$ cat src/rtl/adsr_pkg.sv
package adsr_pkg;

    // Default widths of the sample and time fields.
    localparam int SAMPLE_BITS_DEF = 16;
    localparam int TIME_BITS_DEF   = 24;

    // Gain is Q1.15: fifteen fraction bits, 16 bits hold 0..one.
    localparam int GAIN_FRAC = 15;
    localparam int GAIN_W    = 16;
    localparam logic [GAIN_W-1:0] GAIN_ONE = 16'h8000;

    // Configuration register map.
    localparam int CFG_IDX_W = 3;
    localparam int SUSTAIN_W = 16;
    localparam int LEN_RESET = 48000;

    typedef enum logic [CFG_IDX_W-1:0] {
        REG_ATTACK   = 3'd0,
        REG_DECAY    = 3'd1,
        REG_RELEASE  = 3'd2,
        REG_DURATION = 3'd3,
        REG_SUSTAIN  = 3'd4
    } cfg_idx_t;

    // Status of the shared divider as seen by the sequencer.
    typedef struct packed {
        logic busy;
        logic done;
    } div_stat_t;

endpackage

$ cat src/rtl/adsr_if.sv
// Input channel: one stereo pair per transaction.
interface adsr_sample_if #(
    parameter int SAMPLE_BITS = adsr_pkg::SAMPLE_BITS_DEF
);
    logic                          valid;
    logic                          ready;
    logic                          restart;
    logic signed [SAMPLE_BITS-1:0] left_in;
    logic signed [SAMPLE_BITS-1:0] right_in;

    modport source (output valid, output restart, output left_in, output right_in,
                    input ready);
    modport sink   (input valid, input restart, input left_in, input right_in,
                    output ready);
endinterface

// Output channel: one scaled stereo pair per transaction.
interface adsr_result_if #(
    parameter int SAMPLE_BITS = adsr_pkg::SAMPLE_BITS_DEF
);
    logic                          valid;
    logic                          ready;
    logic signed [SAMPLE_BITS-1:0] left_out;
    logic signed [SAMPLE_BITS-1:0] right_out;
    logic                          still_active;

    modport source (output valid, output left_out, output right_out,
                    output still_active, input ready);
    modport sink   (input valid, input left_out, input right_out,
                    input still_active, output ready);
endinterface

// Configuration write channel.
interface adsr_cfg_if #(
    parameter int TIME_BITS = adsr_pkg::TIME_BITS_DEF
);
    logic                           valid;
    logic                           ready;
    logic [adsr_pkg::CFG_IDX_W-1:0] index;
    logic [TIME_BITS-1:0]           data;

    modport source (output valid, output index, output data, input ready);
    modport sink   (input valid, input index, input data, output ready);
endinterface

$ cat src/rtl/adsr_cfg_regs.sv
module adsr_cfg_regs #(
    parameter int TIME_BITS = adsr_pkg::TIME_BITS_DEF
) (
    input  logic                             clk,
    input  logic                             rst_n,
    adsr_cfg_if.sink                         cfg,
    output logic [TIME_BITS-1:0]             attack_samples,
    output logic [TIME_BITS-1:0]             decay_samples,
    output logic [TIME_BITS-1:0]             release_samples,
    output logic [TIME_BITS-1:0]             duration_samples,
    output logic [adsr_pkg::SUSTAIN_W-1:0]   sustain_level
);
    import adsr_pkg::*;

    logic [TIME_BITS-1:0] attack_reg;
    logic [TIME_BITS-1:0] decay_reg;
    logic [TIME_BITS-1:0] release_reg;
    logic [TIME_BITS-1:0] duration_reg;
    logic [SUSTAIN_W-1:0] sustain_reg;

    // Writes are taken every cycle.
    assign cfg.ready = 1'b1;

    // Register file; an index beyond the map is ignored.
    always_ff @(posedge clk or negedge rst_n)
    begin
        if (!rst_n)
        begin
            attack_reg   <= TIME_BITS'(LEN_RESET);
            decay_reg    <= TIME_BITS'(LEN_RESET);
            release_reg  <= TIME_BITS'(LEN_RESET);
            duration_reg <= TIME_BITS'(LEN_RESET);
            sustain_reg  <= GAIN_ONE;
        end
        else if (cfg.valid)
        begin
            unique case (cfg_idx_t'(cfg.index))
                REG_ATTACK:   attack_reg   <= cfg.data;
                REG_DECAY:    decay_reg    <= cfg.data;
                REG_RELEASE:  release_reg  <= cfg.data;
                REG_DURATION: duration_reg <= cfg.data;
                REG_SUSTAIN:  sustain_reg  <= cfg.data[SUSTAIN_W-1:0];
                default:      ;
            endcase
        end
    end

    assign attack_samples   = attack_reg;
    assign decay_samples    = decay_reg;
    assign release_samples  = release_reg;
    assign duration_samples = duration_reg;
    assign sustain_level    = sustain_reg;

endmodule

$ cat src/rtl/adsr_div_unit.sv
module adsr_div_unit #(
    parameter int TIME_BITS = adsr_pkg::TIME_BITS_DEF
) (
    input  logic                                       clk,
    input  logic                                       rst_n,
    input  logic                                       start,
    input  logic [TIME_BITS+adsr_pkg::GAIN_FRAC-1:0]   numerator,
    input  logic [TIME_BITS-1:0]                       divisor,
    output logic [adsr_pkg::GAIN_FRAC-1:0]             quotient,
    output adsr_pkg::div_stat_t                        stat
);
    import adsr_pkg::*;

    localparam int CW = $clog2(GAIN_FRAC + 1);

    // Restoring divider, one quotient bit per cycle. The caller guarantees
    // numerator < divisor * 2^GAIN_FRAC and holds divisor while busy.
    logic [TIME_BITS-1:0] rem_reg,  rem_next;
    logic [GAIN_FRAC-1:0] low_reg,  low_next;
    logic [GAIN_FRAC-1:0] q_reg,    q_next;
    logic [CW-1:0]        cnt_reg,  cnt_next;
    logic                 busy_reg, busy_next;
    logic                 done_reg, done_next;

    logic [TIME_BITS:0]   trial;
    logic [TIME_BITS+1:0] diff;
    logic                 fits;

    // Shared subtract and compare.
    assign trial = {rem_reg, low_reg[GAIN_FRAC-1]};
    assign diff  = {1'b0, trial} - {2'b00, divisor};
    assign fits  = !diff[TIME_BITS+1];

    always_comb
    begin
        rem_next  = rem_reg;
        low_next  = low_reg;
        q_next    = q_reg;
        cnt_next  = cnt_reg;
        busy_next = busy_reg;
        done_next = 1'b0;
        if (start)
        begin
            rem_next  = numerator[TIME_BITS+GAIN_FRAC-1:GAIN_FRAC];
            low_next  = numerator[GAIN_FRAC-1:0];
            q_next    = '0;
            cnt_next  = CW'(GAIN_FRAC);
            busy_next = 1'b1;
        end
        else if (busy_reg)
        begin
            rem_next = fits ? diff[TIME_BITS-1:0] : trial[TIME_BITS-1:0];
            low_next = {low_reg[GAIN_FRAC-2:0], 1'b0};
            q_next   = {q_reg[GAIN_FRAC-2:0], fits};
            cnt_next = cnt_reg - CW'(1);
            if (cnt_reg == CW'(1))
            begin
                busy_next = 1'b0;
                done_next = 1'b1;
            end
        end
    end

    always_ff @(posedge clk or negedge rst_n)
    begin
        if (!rst_n)
        begin
            cnt_reg  <= '0;
            busy_reg <= 1'b0;
            done_reg <= 1'b0;
        end
        else
        begin
            cnt_reg  <= cnt_next;
            busy_reg <= busy_next;
            done_reg <= done_next;
        end
    end

    always_ff @(posedge clk)
    begin
        rem_reg <= rem_next;
        low_reg <= low_next;
        q_reg   <= q_next;
    end

    assign quotient  = q_reg;
    assign stat.busy = busy_reg;
    assign stat.done = done_reg;

`ifndef NO_ASSERTIONS
    // The step counter is live for the whole division.
    a_busy_cnt: assert property (@(posedge clk) disable iff (!rst_n)
        busy_reg |-> cnt_reg != '0)
        else $error("divider busy with an empty step count");

    // Completion is a single-cycle pulse.
    a_done_pulse: assert property (@(posedge clk) disable iff (!rst_n)
        done_reg |=> !done_reg)
        else $error("divider done held for more than one cycle");

    // The partial remainder always stays below the divisor.
    a_rem_bound: assert property (@(posedge clk) disable iff (!rst_n)
        busy_reg |-> rem_reg < divisor)
        else $error("divider remainder reached the divisor");
`endif

endmodule

$ cat src/rtl/adsr_envelope_stereo_core.sv
// ADSR envelope on a stereo stream. Each input transaction carries one
// stereo pair and a restart flag that clears the elapsed-sample counter
// first; the core picks a Q1.15 gain for the current count (attack, decay,
// release, then sustain), scales both channels by it with a floor shift,
// advances the saturating counter and returns one result transaction that
// also says whether the count is still below the note duration. A small
// sequencer drives one shared multiplier and one restoring divider. An item
// whose gain is the sustain level or a release end point goes from decode
// straight to scaling; in attack or release the divider runs first
// (15 steps, one quotient bit each), and decay first forms the drop product
// on the multiplier. Input is not taken while an item is in work; a
// finished result waits in an output register, so the next item can be
// accepted before it is taken. Configuration is written through its own
// channel; the user must write it only while the core is idle (not enforced).
module adsr_envelope_stereo_core #(
    parameter int SAMPLE_BITS = adsr_pkg::SAMPLE_BITS_DEF,
    parameter int TIME_BITS   = adsr_pkg::TIME_BITS_DEF
) (
    input  logic          clk,
    input  logic          rst_n,
    adsr_sample_if.sink   feed,
    adsr_result_if.source result,
    adsr_cfg_if.sink      cfg
);
    import adsr_pkg::*;

    localparam int AW = ((TIME_BITS > SAMPLE_BITS) ? TIME_BITS : SAMPLE_BITS) + 1;
    localparam int MW = GAIN_W + 1;
    localparam int PW = AW + MW;
    localparam int NW = TIME_BITS + GAIN_FRAC;

    typedef enum logic [7:0] {
        ST_IDLE     = 8'b0000_0001,
        ST_DECODE   = 8'b0000_0010,
        ST_MUL_DROP = 8'b0000_0100,
        ST_DIV_GO   = 8'b0000_1000,
        ST_DIV_WAIT = 8'b0001_0000,
        ST_SCALE_L  = 8'b0010_0000,
        ST_SCALE_R  = 8'b0100_0000,
        ST_FINISH   = 8'b1000_0000
    } state_t;

    // Configuration registers.
    logic [TIME_BITS-1:0] attack_samples;
    logic [TIME_BITS-1:0] decay_samples;
    logic [TIME_BITS-1:0] release_samples;
    logic [TIME_BITS-1:0] duration_samples;
    logic [SUSTAIN_W-1:0] sustain_level;

    adsr_cfg_regs #(
        .TIME_BITS (TIME_BITS)
    ) u_cfg (
        .clk              (clk),
        .rst_n            (rst_n),
        .cfg              (cfg),
        .attack_samples   (attack_samples),
        .decay_samples    (decay_samples),
        .release_samples  (release_samples),
        .duration_samples (duration_samples),
        .sustain_level    (sustain_level)
    );

    // Sequencer and datapath registers.
    state_t                        state_reg,     state_next;
    logic [TIME_BITS-1:0]          elapsed_reg,   elapsed_next;
    logic [TIME_BITS-1:0]          t_reg,         t_next;
    logic signed [SAMPLE_BITS-1:0] left_reg,      left_next;
    logic signed [SAMPLE_BITS-1:0] right_reg,     right_next;
    logic signed [PW-1:0]          prod_reg,      prod_next;
    logic [TIME_BITS-1:0]          divisor_reg,   divisor_next;
    logic [GAIN_W-1:0]             gain_reg,      gain_next;
    logic                          gain_sub_reg,  gain_sub_next;
    logic                          active_reg,    active_next;
    logic signed [SAMPLE_BITS-1:0] left_res_reg,  left_res_next;
    logic signed [SAMPLE_BITS-1:0] left_out_reg,  left_out_next;
    logic signed [SAMPLE_BITS-1:0] right_out_reg, right_out_next;
    logic                          still_reg,     still_next;
    logic                          out_valid_reg, out_valid_next;

    // Divider handshake.
    logic                 div_start;
    logic [GAIN_FRAC-1:0] div_q;
    div_stat_t            div_stat;

    adsr_div_unit #(
        .TIME_BITS (TIME_BITS)
    ) u_div (
        .clk       (clk),
        .rst_n     (rst_n),
        .start     (div_start),
        .numerator (prod_reg[NW-1:0]),
        .divisor   (divisor_reg),
        .quotient  (div_q),
        .stat      (div_stat)
    );

    // Phase decode on the current count.
    logic [GAIN_W-1:0]    sustain_eff;
    logic [GAIN_W-1:0]    sustain_gap;
    logic [TIME_BITS:0]   attack_decay_end;
    logic [TIME_BITS:0]   release_reach;
    logic                 in_attack;
    logic                 in_decay;
    logic                 in_release;
    logic                 below_len;
    logic [TIME_BITS-1:0] time_left;
    logic [TIME_BITS-1:0] time_in_decay;
    logic [TIME_BITS-1:0] t_inc;

    assign sustain_eff      = (sustain_level > GAIN_ONE) ? GAIN_ONE : sustain_level;
    assign sustain_gap      = GAIN_ONE - sustain_eff;
    assign attack_decay_end = {1'b0, attack_samples} + {1'b0, decay_samples};
    assign release_reach    = {1'b0, t_reg} + {1'b0, release_samples};
    assign in_attack        = t_reg < attack_samples;
    assign in_decay         = {1'b0, t_reg} < attack_decay_end;
    assign in_release       = release_reach >= {1'b0, duration_samples};
    assign below_len        = t_reg < duration_samples;
    assign time_left        = duration_samples - t_reg;
    assign time_in_decay    = t_reg - attack_samples;
    assign t_inc            = (&t_reg) ? t_reg : t_reg + TIME_BITS'(1);

    // Shared multiplier, operands chosen by the sequencer.
    logic signed [AW-1:0] mul_a;
    logic signed [MW-1:0] mul_b;
    logic signed [PW-1:0] mul_p;

    always_comb
    begin
        mul_a = '0;
        mul_b = '0;
        if (state_reg == ST_MUL_DROP)
        begin
            mul_a = {{(AW-TIME_BITS){1'b0}}, time_in_decay};
            mul_b = {1'b0, sustain_gap};
        end
        else if (state_reg == ST_SCALE_L)
        begin
            mul_a = {{(AW-SAMPLE_BITS){left_reg[SAMPLE_BITS-1]}}, left_reg};
            mul_b = {1'b0, gain_reg};
        end
        else if (state_reg == ST_SCALE_R)
        begin
            mul_a = {{(AW-SAMPLE_BITS){right_reg[SAMPLE_BITS-1]}}, right_reg};
            mul_b = {1'b0, gain_reg};
        end
    end

    assign mul_p = mul_a * mul_b;

    // Arithmetic shift right by the fraction bits, kept to the sample width.
    logic signed [SAMPLE_BITS-1:0] scaled;
    assign scaled = prod_reg[GAIN_FRAC +: SAMPLE_BITS];

    // Sequencer.
    always_comb
    begin
        state_next     = state_reg;
        elapsed_next   = elapsed_reg;
        t_next         = t_reg;
        left_next      = left_reg;
        right_next     = right_reg;
        prod_next      = prod_reg;
        divisor_next   = divisor_reg;
        gain_next      = gain_reg;
        gain_sub_next  = gain_sub_reg;
        active_next    = active_reg;
        left_res_next  = left_res_reg;
        left_out_next  = left_out_reg;
        right_out_next = right_out_reg;
        still_next     = still_reg;
        out_valid_next = out_valid_reg && !result.ready;
        div_start      = 1'b0;

        unique case (state_reg)
            ST_IDLE:
            begin
                if (feed.valid)
                begin
                    t_next     = feed.restart ? '0 : elapsed_reg;
                    left_next  = feed.left_in;
                    right_next = feed.right_in;
                    state_next = ST_DECODE;
                end
            end
            ST_DECODE:
            begin
                elapsed_next  = t_inc;
                active_next   = t_inc < duration_samples;
                gain_sub_next = 1'b0;
                if (in_attack)
                begin
                    prod_next    = {{(PW-NW){1'b0}}, t_reg, {GAIN_FRAC{1'b0}}};
                    divisor_next = attack_samples;
                    state_next   = ST_DIV_GO;
                end
                else if (in_decay)
                begin
                    divisor_next  = decay_samples;
                    gain_sub_next = 1'b1;
                    state_next    = ST_MUL_DROP;
                end
                else if (in_release)
                begin
                    if (release_samples == '0 || !below_len)
                    begin
                        gain_next  = '0;
                        state_next = ST_SCALE_L;
                    end
                    else if (time_left >= release_samples)
                    begin
                        gain_next  = GAIN_ONE;
                        state_next = ST_SCALE_L;
                    end
                    else
                    begin
                        prod_next    = {{(PW-NW){1'b0}}, time_left, {GAIN_FRAC{1'b0}}};
                        divisor_next = release_samples;
                        state_next   = ST_DIV_GO;
                    end
                end
                else
                begin
                    gain_next  = sustain_eff;
                    state_next = ST_SCALE_L;
                end
            end
            ST_MUL_DROP:
            begin
                prod_next  = mul_p;
                state_next = ST_DIV_GO;
            end
            ST_DIV_GO:
            begin
                div_start  = 1'b1;
                state_next = ST_DIV_WAIT;
            end
            ST_DIV_WAIT:
            begin
                if (div_stat.done)
                begin
                    gain_next  = gain_sub_reg ? GAIN_ONE - {1'b0, div_q} : {1'b0, div_q};
                    state_next = ST_SCALE_L;
                end
            end
            ST_SCALE_L:
            begin
                prod_next  = mul_p;
                state_next = ST_SCALE_R;
            end
            ST_SCALE_R:
            begin
                left_res_next = scaled;
                prod_next     = mul_p;
                state_next    = ST_FINISH;
            end
            ST_FINISH:
            begin
                if (!out_valid_reg || result.ready)
                begin
                    left_out_next  = left_res_reg;
                    right_out_next = scaled;
                    still_next     = active_reg;
                    out_valid_next = 1'b1;
                    state_next     = ST_IDLE;
                end
            end
            default:
            begin
                state_next = ST_IDLE;
            end
        endcase
    end

    // Control state.
    always_ff @(posedge clk or negedge rst_n)
    begin
        if (!rst_n)
        begin
            state_reg     <= ST_IDLE;
            elapsed_reg   <= '0;
            out_valid_reg <= 1'b0;
        end
        else
        begin
            state_reg     <= state_next;
            elapsed_reg   <= elapsed_next;
            out_valid_reg <= out_valid_next;
        end
    end

    // Payload registers.
    always_ff @(posedge clk)
    begin
        t_reg         <= t_next;
        left_reg      <= left_next;
        right_reg     <= right_next;
        prod_reg      <= prod_next;
        divisor_reg   <= divisor_next;
        gain_reg      <= gain_next;
        gain_sub_reg  <= gain_sub_next;
        active_reg    <= active_next;
        left_res_reg  <= left_res_next;
        left_out_reg  <= left_out_next;
        right_out_reg <= right_out_next;
        still_reg     <= still_next;
    end

    // Channel outputs.
    assign feed.ready          = (state_reg == ST_IDLE);
    assign result.valid        = out_valid_reg;
    assign result.left_out     = left_out_reg;
    assign result.right_out    = right_out_reg;
    assign result.still_active = still_reg;

`ifndef NO_ASSERTIONS
    // An accepted transaction moves straight into phase decode.
    a_accept_decode: assert property (@(posedge clk) disable iff (!rst_n)
        (feed.valid && feed.ready) |=> state_reg == ST_DECODE)
        else $error("accepted item did not enter decode");

    // The divider only reports completion while the sequencer waits for it.
    a_div_done_wait: assert property (@(posedge clk) disable iff (!rst_n)
        div_stat.done |-> state_reg == ST_DIV_WAIT)
        else $error("divider finished outside the wait state");

    // The divider is never restarted while a division is running.
    a_div_no_restart: assert property (@(posedge clk) disable iff (!rst_n)
        div_start |-> !div_stat.busy)
        else $error("divider started while busy");

    // The gain used for scaling never exceeds one.
    a_gain_bound: assert property (@(posedge clk) disable iff (!rst_n)
        (state_reg == ST_SCALE_L) |-> gain_reg <= GAIN_ONE)
        else $error("gain above one");

    // Leaving the finish state always presents a result.
    a_finish_result: assert property (@(posedge clk) disable iff (!rst_n)
        (state_reg == ST_FINISH && (!out_valid_reg || result.ready)) |=> out_valid_reg)
        else $error("finished item produced no result");
`endif

endmodule
$ cat src/flat_wrapper.sv
// flat-port wrapper written by rule: the top's interface ports become plain ports
module adsr_envelope_stereo_core_flat import adsr_pkg::*;
#(
    parameter int SAMPLE_BITS = adsr_pkg::SAMPLE_BITS_DEF,
    parameter int TIME_BITS   = adsr_pkg::TIME_BITS_DEF
)
  (clk, rst_n, feed_valid, feed_restart, feed_left_in, feed_right_in, feed_ready, result_valid, result_left_out, result_right_out, result_still_active, result_ready, cfg_valid, cfg_index, cfg_data, cfg_ready);
  adsr_sample_if #(.SAMPLE_BITS(SAMPLE_BITS)) feed_i ();
  adsr_result_if #(.SAMPLE_BITS(SAMPLE_BITS)) result_i ();
  adsr_cfg_if #(.TIME_BITS(TIME_BITS)) cfg_i ();
  input  logic clk;
  input  logic rst_n;
  input wire logic [$bits(feed_i.valid)-1:0] feed_valid;
  input wire logic [$bits(feed_i.restart)-1:0] feed_restart;
  input wire logic [$bits(feed_i.left_in)-1:0] feed_left_in;
  input wire logic [$bits(feed_i.right_in)-1:0] feed_right_in;
  output wire logic [$bits(feed_i.ready)-1:0] feed_ready;
  output wire logic [$bits(result_i.valid)-1:0] result_valid;
  output wire logic [$bits(result_i.left_out)-1:0] result_left_out;
  output wire logic [$bits(result_i.right_out)-1:0] result_right_out;
  output wire logic [$bits(result_i.still_active)-1:0] result_still_active;
  input wire logic [$bits(result_i.ready)-1:0] result_ready;
  input wire logic [$bits(cfg_i.valid)-1:0] cfg_valid;
  input wire logic [$bits(cfg_i.index)-1:0] cfg_index;
  input wire logic [$bits(cfg_i.data)-1:0] cfg_data;
  output wire logic [$bits(cfg_i.ready)-1:0] cfg_ready;
  assign feed_i.valid = feed_valid;
  assign feed_i.restart = feed_restart;
  assign feed_i.left_in = feed_left_in;
  assign feed_i.right_in = feed_right_in;
  assign feed_ready = feed_i.ready;
  assign result_valid = result_i.valid;
  assign result_left_out = result_i.left_out;
  assign result_right_out = result_i.right_out;
  assign result_still_active = result_i.still_active;
  assign result_i.ready = result_ready;
  assign cfg_i.valid = cfg_valid;
  assign cfg_i.index = cfg_index;
  assign cfg_i.data = cfg_data;
  assign cfg_ready = cfg_i.ready;
  adsr_envelope_stereo_core #(.SAMPLE_BITS(SAMPLE_BITS), .TIME_BITS(TIME_BITS)) u_core (.clk(clk), .rst_n(rst_n), .feed(feed_i), .result(result_i), .cfg(cfg_i));
endmodule
$ cat config.mk
export PLATFORM = sky130hd
export DESIGN_NAME = adsr_envelope_stereo_core_flat
export DESIGN_NICKNAME = d
export VERILOG_FILES = /design/src/rtl/adsr_pkg.sv /design/src/rtl/adsr_if.sv /design/src/rtl/adsr_cfg_regs.sv /design/src/rtl/adsr_div_unit.sv /design/src/rtl/adsr_envelope_stereo_core.sv /design/src/flat_wrapper.sv
export SDC_FILE = /design/constraint.sdc
export NUM_CORES = 2
export LEC_CHECK = 0
export BUFFER_PORTS_ARGS = -buffer_cell sky130_fd_sc_hd__clkbuf_2
export CAP_MARGIN = 20
export CORE_AREA = 5 5 364 366
export DETAILED_ROUTE_END_ITERATION = 10
export DIE_AREA = 0 0 369 371
export HOLD_SLACK_MARGIN = 0.06
export SETUP_SLACK_MARGIN = 0.4
export SLEW_MARGIN = 15
export SYNTH_ARGS = -nofsm -noshare
export SYNTH_HDL_FRONTEND = slang
export SYNTH_SLANG_ARGS = --single-unit
$ cat constraint.sdc
create_clock -name clk -period 10 [get_ports clk]
set_input_delay 0 -clock clk [delete_from_list [all_inputs] [get_ports clk]]
set_output_delay 0 -clock clk [all_outputs]
set_load 0.01 [all_outputs]
==> After elaboration in Yosys (flattened, before gate mapping) <==
Cells that the tools add are included.
{ "classes": {"add_sub_neg": 9, "muxes": 53, "mul": 1, "n_eq_ne": 25, "n_reduce_logical": 26, "magnitude_cmp": 7} }
{ "ops": {"columns": ["op", "n"], "rows": [
  ["$mux 24", 9],
  ["$mux 39", 5],
  ["$mux 16", 9],
  ["$pmux 39 s2", 1],
  ["$mux 25", 3],
  ["$lt 24x24->1", 3],
  ["$pmux 8 s8", 1],
  ["$mux 8", 7],
  ["$add 24x24->25", 2],
  ["$sub 24x24->24", 2],
  ["$mul 25x17->39", 1],
  ["$mux 17", 2],
  ["$pmux 16 s2", 1],
  ["$mux 15", 2],
  ["$sub 25x24->26", 1],
  ["$ge 25x24->1", 1],
  ["$lt 24x25->1", 1],
  ["$add 24x1->24 const B", 1],
  ["$ge 24x24->1", 1],
  ["$logic_not 24->1", 1],
  ["$reduce_and 24->1", 1],
  ["$gt 16x16->1 const B", 1],
  ["$sub 16x15->16 const A", 1],
  ["$sub 16x16->16 const A", 1],
  ["other kinds (32)", 63]
]} }
{ "word_totals": {"wordCells": 147, "input_bits": 65, "reg_bits": 391, "out_inout_bits": 36} }

==> Depth between registers and ports, before layout <==
{ "depth": {"depth_word": 8, "depth_mapped": 38, "mapped_depth_nobuf": 36} }

==> Modules after synthesis <==
Synthesis repeated with hierarchy kept, for this count alone.
{ "unflattened": {"cells_unflattened": 3939, "hier_area_um2": 38593.3} }
{ "by_module_without_submodules": {"columns": ["module", "n_inst", "cells_per_inst", "seq_area_each_um2", "area_each_um2"], "rows": [
  ["adsr_envelope_stereo_core", 1, 3286, 6412.4, 30284.0],
  ["adsr_cfg_regs", 1, 243, 2839.0, 4326.6],
  ["adsr_div_unit", 1, 410, 1621.6, 3982.6]
]} }

==> Worst setup path before layout <==
OpenSTA, ideal clock, no wires.
{ "synth_timing": {"path_kind": "register to register", "from": "register u_core.u_cfg.sustain_reg[2] (netlist: u_core.u_cfg.sustain_level[2])", "to": "register u_core.prod_reg[38] (data pin)", "arrival_ps": 8462, "setup_ps": 254, "n_path_buf": 2, "required_ps": 9746, "path_slack_ps": 1284, "path_stages_with_launch": 37, "cell_sequence": "dfrtp_1 > nor3_2 > nand2_1 > or3_4 > nor3_1 > nand2b_1 > buf_4 > nand2_1 > ha_1 > o21ai_0 > nor2_1 > a31oi_1 > o21ai_0 > a22oi_1 > clkbuf_1 > nor2_1 > fa_1 > inv_1 > fa_1 > fa_1 > inv_1 > fa_1 > fa_1 > inv_1 > fa_1 > inv_1 > ha_1 > o21ai_0 > a21oi_1 > o41a_1 > and3_1 > o32a_1 > o31ai_4 > o31ai_2 > a221o_1 > xnor3_1 > o21a_1"} }
{ "synth_between": {"elab_chain_len": 6} }
{ "synth_lines": {"columns": ["item", "line", "rtl"], "rows": [
  ["start: declaration", "adsr_cfg_regs.sv:19", "logic [SUSTAIN_W-1:0] sustain_reg;"],
  ["start signal: assignment", "adsr_cfg_regs.sv:42", "REG_SUSTAIN: sustain_reg <= cfg.data[SUSTAIN_W-1:0];"],
  ["$gt 16x16->1", "adsr_envelope_stereo_core.sv:110", "assign sustain_eff = (sustain_level > GAIN_ONE) ? GAIN_ONE : sustain_level;"],
  ["$mux 16 *", "adsr_envelope_stereo_core.sv:110", null],
  ["$sub 16x16->16 *", "adsr_envelope_stereo_core.sv:111", "assign sustain_gap = GAIN_ONE - sustain_eff;"],
  ["$mux 17 *", "adsr_envelope_stereo_core.sv:131", "if (state_reg == ST_MUL_DROP)"],
  ["$mul 25x17->39 *", "adsr_envelope_stereo_core.sv:148", "assign mul_p = mul_a * mul_b;"],
  ["$pmux 39 s2 *", "adsr_envelope_stereo_core.sv:174", "unique case (state_reg)"],
  ["named net u_core.prod_next[38]", "adsr_envelope_stereo_core.sv:69", "logic signed [PW-1:0] prod_reg, prod_next;"],
  ["end signal: assignment", "adsr_envelope_stereo_core.sv:297", "prod_reg <= prod_next;"],
  ["end: declaration", "adsr_envelope_stereo_core.sv:69", null]
]} }
Mark *: on every way through the listed nets, which the timed path passes. The rest lies on a longest branch.
A chain may end at the register's enable or synchronous reset.

==> Final worst setup path <==
{ "layout_timing": {"from": "register u_core.t_reg[0]", "to": "register u_core.prod_reg[38] (data pin)"} }
{ "layout_between": {"elab_chain_len": 7} }
{ "layout_lines": {"columns": ["item", "line", "rtl"], "rows": [
  ["start: declaration", "adsr_envelope_stereo_core.sv:66", "logic [TIME_BITS-1:0] t_reg, t_next;"],
  ["start signal: assignment", "adsr_envelope_stereo_core.sv:294", "t_reg <= t_next;"],
  ["parallel branches: the longest is 6 deep, another holds $mul 25x17->39", null, null],
  ["$pmux 39 s2 *", "adsr_envelope_stereo_core.sv:174", null],
  ["named net u_core.prod_next[38]", "adsr_envelope_stereo_core.sv:69", null]
]} }
Mark *: on every way through the listed nets, which the timed path passes. The select of a mux whose other input is x is not followed.

==> summary.md <==
| Metric | Value |
|---|---|
| Mapped Cells | `4123` |
| P per Cell Area | `224 mW/mm^2` |
| Max-cap viol count | `0` |
| Drc violations | `0` |
| Synth area leader | `fa_1` |
| Highest-delay cell along the critical path | `fa_1` |
| Largest net degree at the start of global routing | `89` |
| Worst path most repeated cell | `fa_1` |
| DRT iter0 DRCs | `2427` |
| Critical Path End Type | `register` |
| RSZ-0062 raised after global routing | `false` |
| Die H | `371 microns` |
| Max_slew headroom | `23.3%` |
| Via/cell ratio | `5.03` |
| Synthesis warning total | `0` |
| Hold crit path type | `input port to register` |
| EDFF count, synth | `225` |
| Async S/R FF share, synth | `38.6%` |
| Crit-path max FO | `8` |
| Layout cell share with drive strength beyond 1 | `10.2%` |
| Final min period | `9.15 ns` |
| Top area cells in the synthesized netlist | `fa_1, edfxtp_1, ha_1` |
| Core area | `0.129 sq mm` |
| Clk_skew | `0.0499 ns` |
| Worst path top cell family by delay | `adder cells` |
| Via Count | `30333` |
| Avg Synthesized Cell Area | `9.31 sq um` |
| Row cnt | `132` |
| Fin. Hold Viols | `0` |
| TritonCTS buffer count | `46` |
| Fin cells | `6036` |
| CP bufs+invs | `5` |
| Crit path kind | `register to register` |
| CTS sink cnt | `391` |
| Final period util | `91.5%` |
| Lkg Pwr | `19.9 nW` |
| Final wirelength | `123000 microns` |
| Max Root-Sink Buffers | `3` |
| Yosys reg bits | `391` |
| Status | `complete, no violations` |
| Final setup vio count | `0` |
| H-tree level count | `2` |
| Root buffer cell | `clkbuf_16` |
| Post-Syn Nets | `4879` |
| ANT nets after route | `0` |
| Setup TNS | `0 ns` |
| TritonRoute pass-1 iters | `6` |
| Fillers | `13231` |
| Vias in the first global route | `30795` |
| Cells after DPL | `5855` |
| Worst-path clk slew | `0.06 ns` |
| CTS tree | `built` |
| Peak VDD IR | `122 uV` |
| Top-area cell type share of the netlist area | `19.6%` |
| Starting Density | `29.8%` |
| Initial antenna violation count | `4` |
| Remaining global-route overflow | `0` |
| Most common cell in the netlist | `inv_1` |
| First-pass GRT wire length | `188000 microns` |
| Clk Latency, worst-skew pair | `0.65 ns` |
| Max incr delay on CP | `0.56 ns` |
| Synth unique cells | `103` |
| Dominant synthesized flop cell | `edfxtp_1` |
| DR WL/cell | `20.4 microns` |
| Area of the multi-input gates | `0.0248 sq mm` |
| Port Buffers | `99` |
| Largest register FFs | `39` |
| Die area | `0.137 sq mm` |
| Reg area | `0.0109 sq mm` |
| Arrival time at the worst endpoint | `9.56 ns` |
| Worst endpoint required time | `10.41 ns` |
| Fin. max-slew vios | `0` |
| Seq/Total Area, Yosys | `28.3%` |
| Total track usage | `17.8%` |
| Top-level I/O count | `101` |
| Post-Syn Area | `0.0384 sq mm` |
| Area Overhead vs Synth | `14.5%` |
| Worst-margin pin slew | `1.15 ns` |
| Startpoint Class | `register` |
| Top cells by count, synth | `inv_1, nand2_1, fa_1` |
| Net count reported at finish | `5078` |
| Die width | `369 microns` |
| FMAX | `0.109 GHz` |
| Global placement routability congestion | `0.971` |
| Hpwl dp | `98200 microns` |
==> stage by stage <==
step / worst slack [ns] / utilization (%) / area (sq um) / hold slack, ns / power (mW)
6_report: 0.845 / 34.1 / 44000 / 0.0995 / 9.85
5_1_grt: 0.419 / 34.1 / 44000 / 0.0915 / 10.5
4_1_cts: 0.420 / 34.0 / 43700 / 0.0605 / 9.78
3_5_place_dp: 0.342 / 32.0 / 41300 / -0.0349 / 7.86
3_3_place_gp: 0.435 / 32.0 / 41300 / -0.0428 / 7.79
2_1_floorplan: 1.28 / - / 38400 / -0.296 / 6.17
==> cells in the final DEF (no fill, tap or decap), types with 33 or more instances in the layout <==
cell | netlist | layout
buf_4 | 8 | 102
nand2_1 | 543 | 541
a21oi_1 | 205 | 202
ha_1 | 315 | 315
mux2_2 | 62 | 62
inv_1 | 636 | 635
and2_1 | 43 | 42
xnor2_1 | 118 | 117
clkbuf_16 | 0 | 48
nor3_1 | 48 | 46
clkbuf_2 | 0 | 98
edfxtp_1 | 225 | 225
o21a_1 | 47 | 47
o21ai_0 | 192 | 187
dlygate4sd3_1 | 0 | 82
a21o_1 | 74 | 72
xor2_1 | 64 | 64
mux2i_1 | 46 | 46
nand4_1 | 33 | 33
nor2b_1 | 72 | 71
nor2_1 | 322 | 318
fa_1 | 376 | 375
dfrtp_1 | 121 | 121
nand3_1 | 41 | 41
==> cells by family (layout without fill, tap and decap cells) <==
family	after synthesis	count (layout)	share of synthesized area, %
muxes	108	108	3.02
xor gates and xnor gates	183	183	4.21
adders and majority gates	691	691	29.9
AOI/OAI and AO/OA	741	741	12.4
and+or+nand+nor	1231	1231	14.4
DFF	391	391	28.3
other	1	3	0.00977
buffers and inverters	777	1013	7.77
==> routing by layer <==
layer	vias up	share of wire [%]	track usage, %
met4	2	4.2	6.89
met5	-	0.011	0
li1	14033	-	-
met3	220	6.3	2.69
met2	957	46	28.9
met1	15121	44	24.1
==> layout make-up <==
cell class,count,share of cell area (%)
diodes,2,0.0114
clock buffers,62,2.94
clock inverters,23,0.723
inverters,638,5.45
multi-input cells,2955,56.3
flip-flops and latches,391,24.7
well taps,1675,4.77
repair buffers,290,5.06
==> final timing paths <==
path	start	endpoint	slack, ns	depth (start not counted)
max	u_core.t_reg[0]	u_core.prod_reg[38]	0.85	33
min	feed_restart	u_core.t_reg[16]	0.1	2
max reg2reg	u_core.t_reg[0]	u_core.prod_reg[38]	0.85	33
min reg2reg	u_core.left_res_reg[6]	u_core.result.left_out[6]	0.42	0
max in group asynchronous	rst_n	u_core.u_div.cnt_reg[3]	8.01	5
min in group asynchronous	rst_n	u_core.elapsed_reg[14]	0.40	4
==> repair_timing <==
item,in CTS,in global routing
pin swaps,2,5
hold endpoints to repair,229,0
hold buffers,83,0
setup endpoints to repair,4,16
resized for setup,0,28
buffers inserted,1,8
==> power breakdown <==
group          internal, mW  switching, mW  leakage (nW)
clock                  1.07          0.766         0.775
combinational          2.03           3.23          15.1
sequential             2.35          0.402          4.01
No activity file was read; power rests on OpenSTA's default activity.
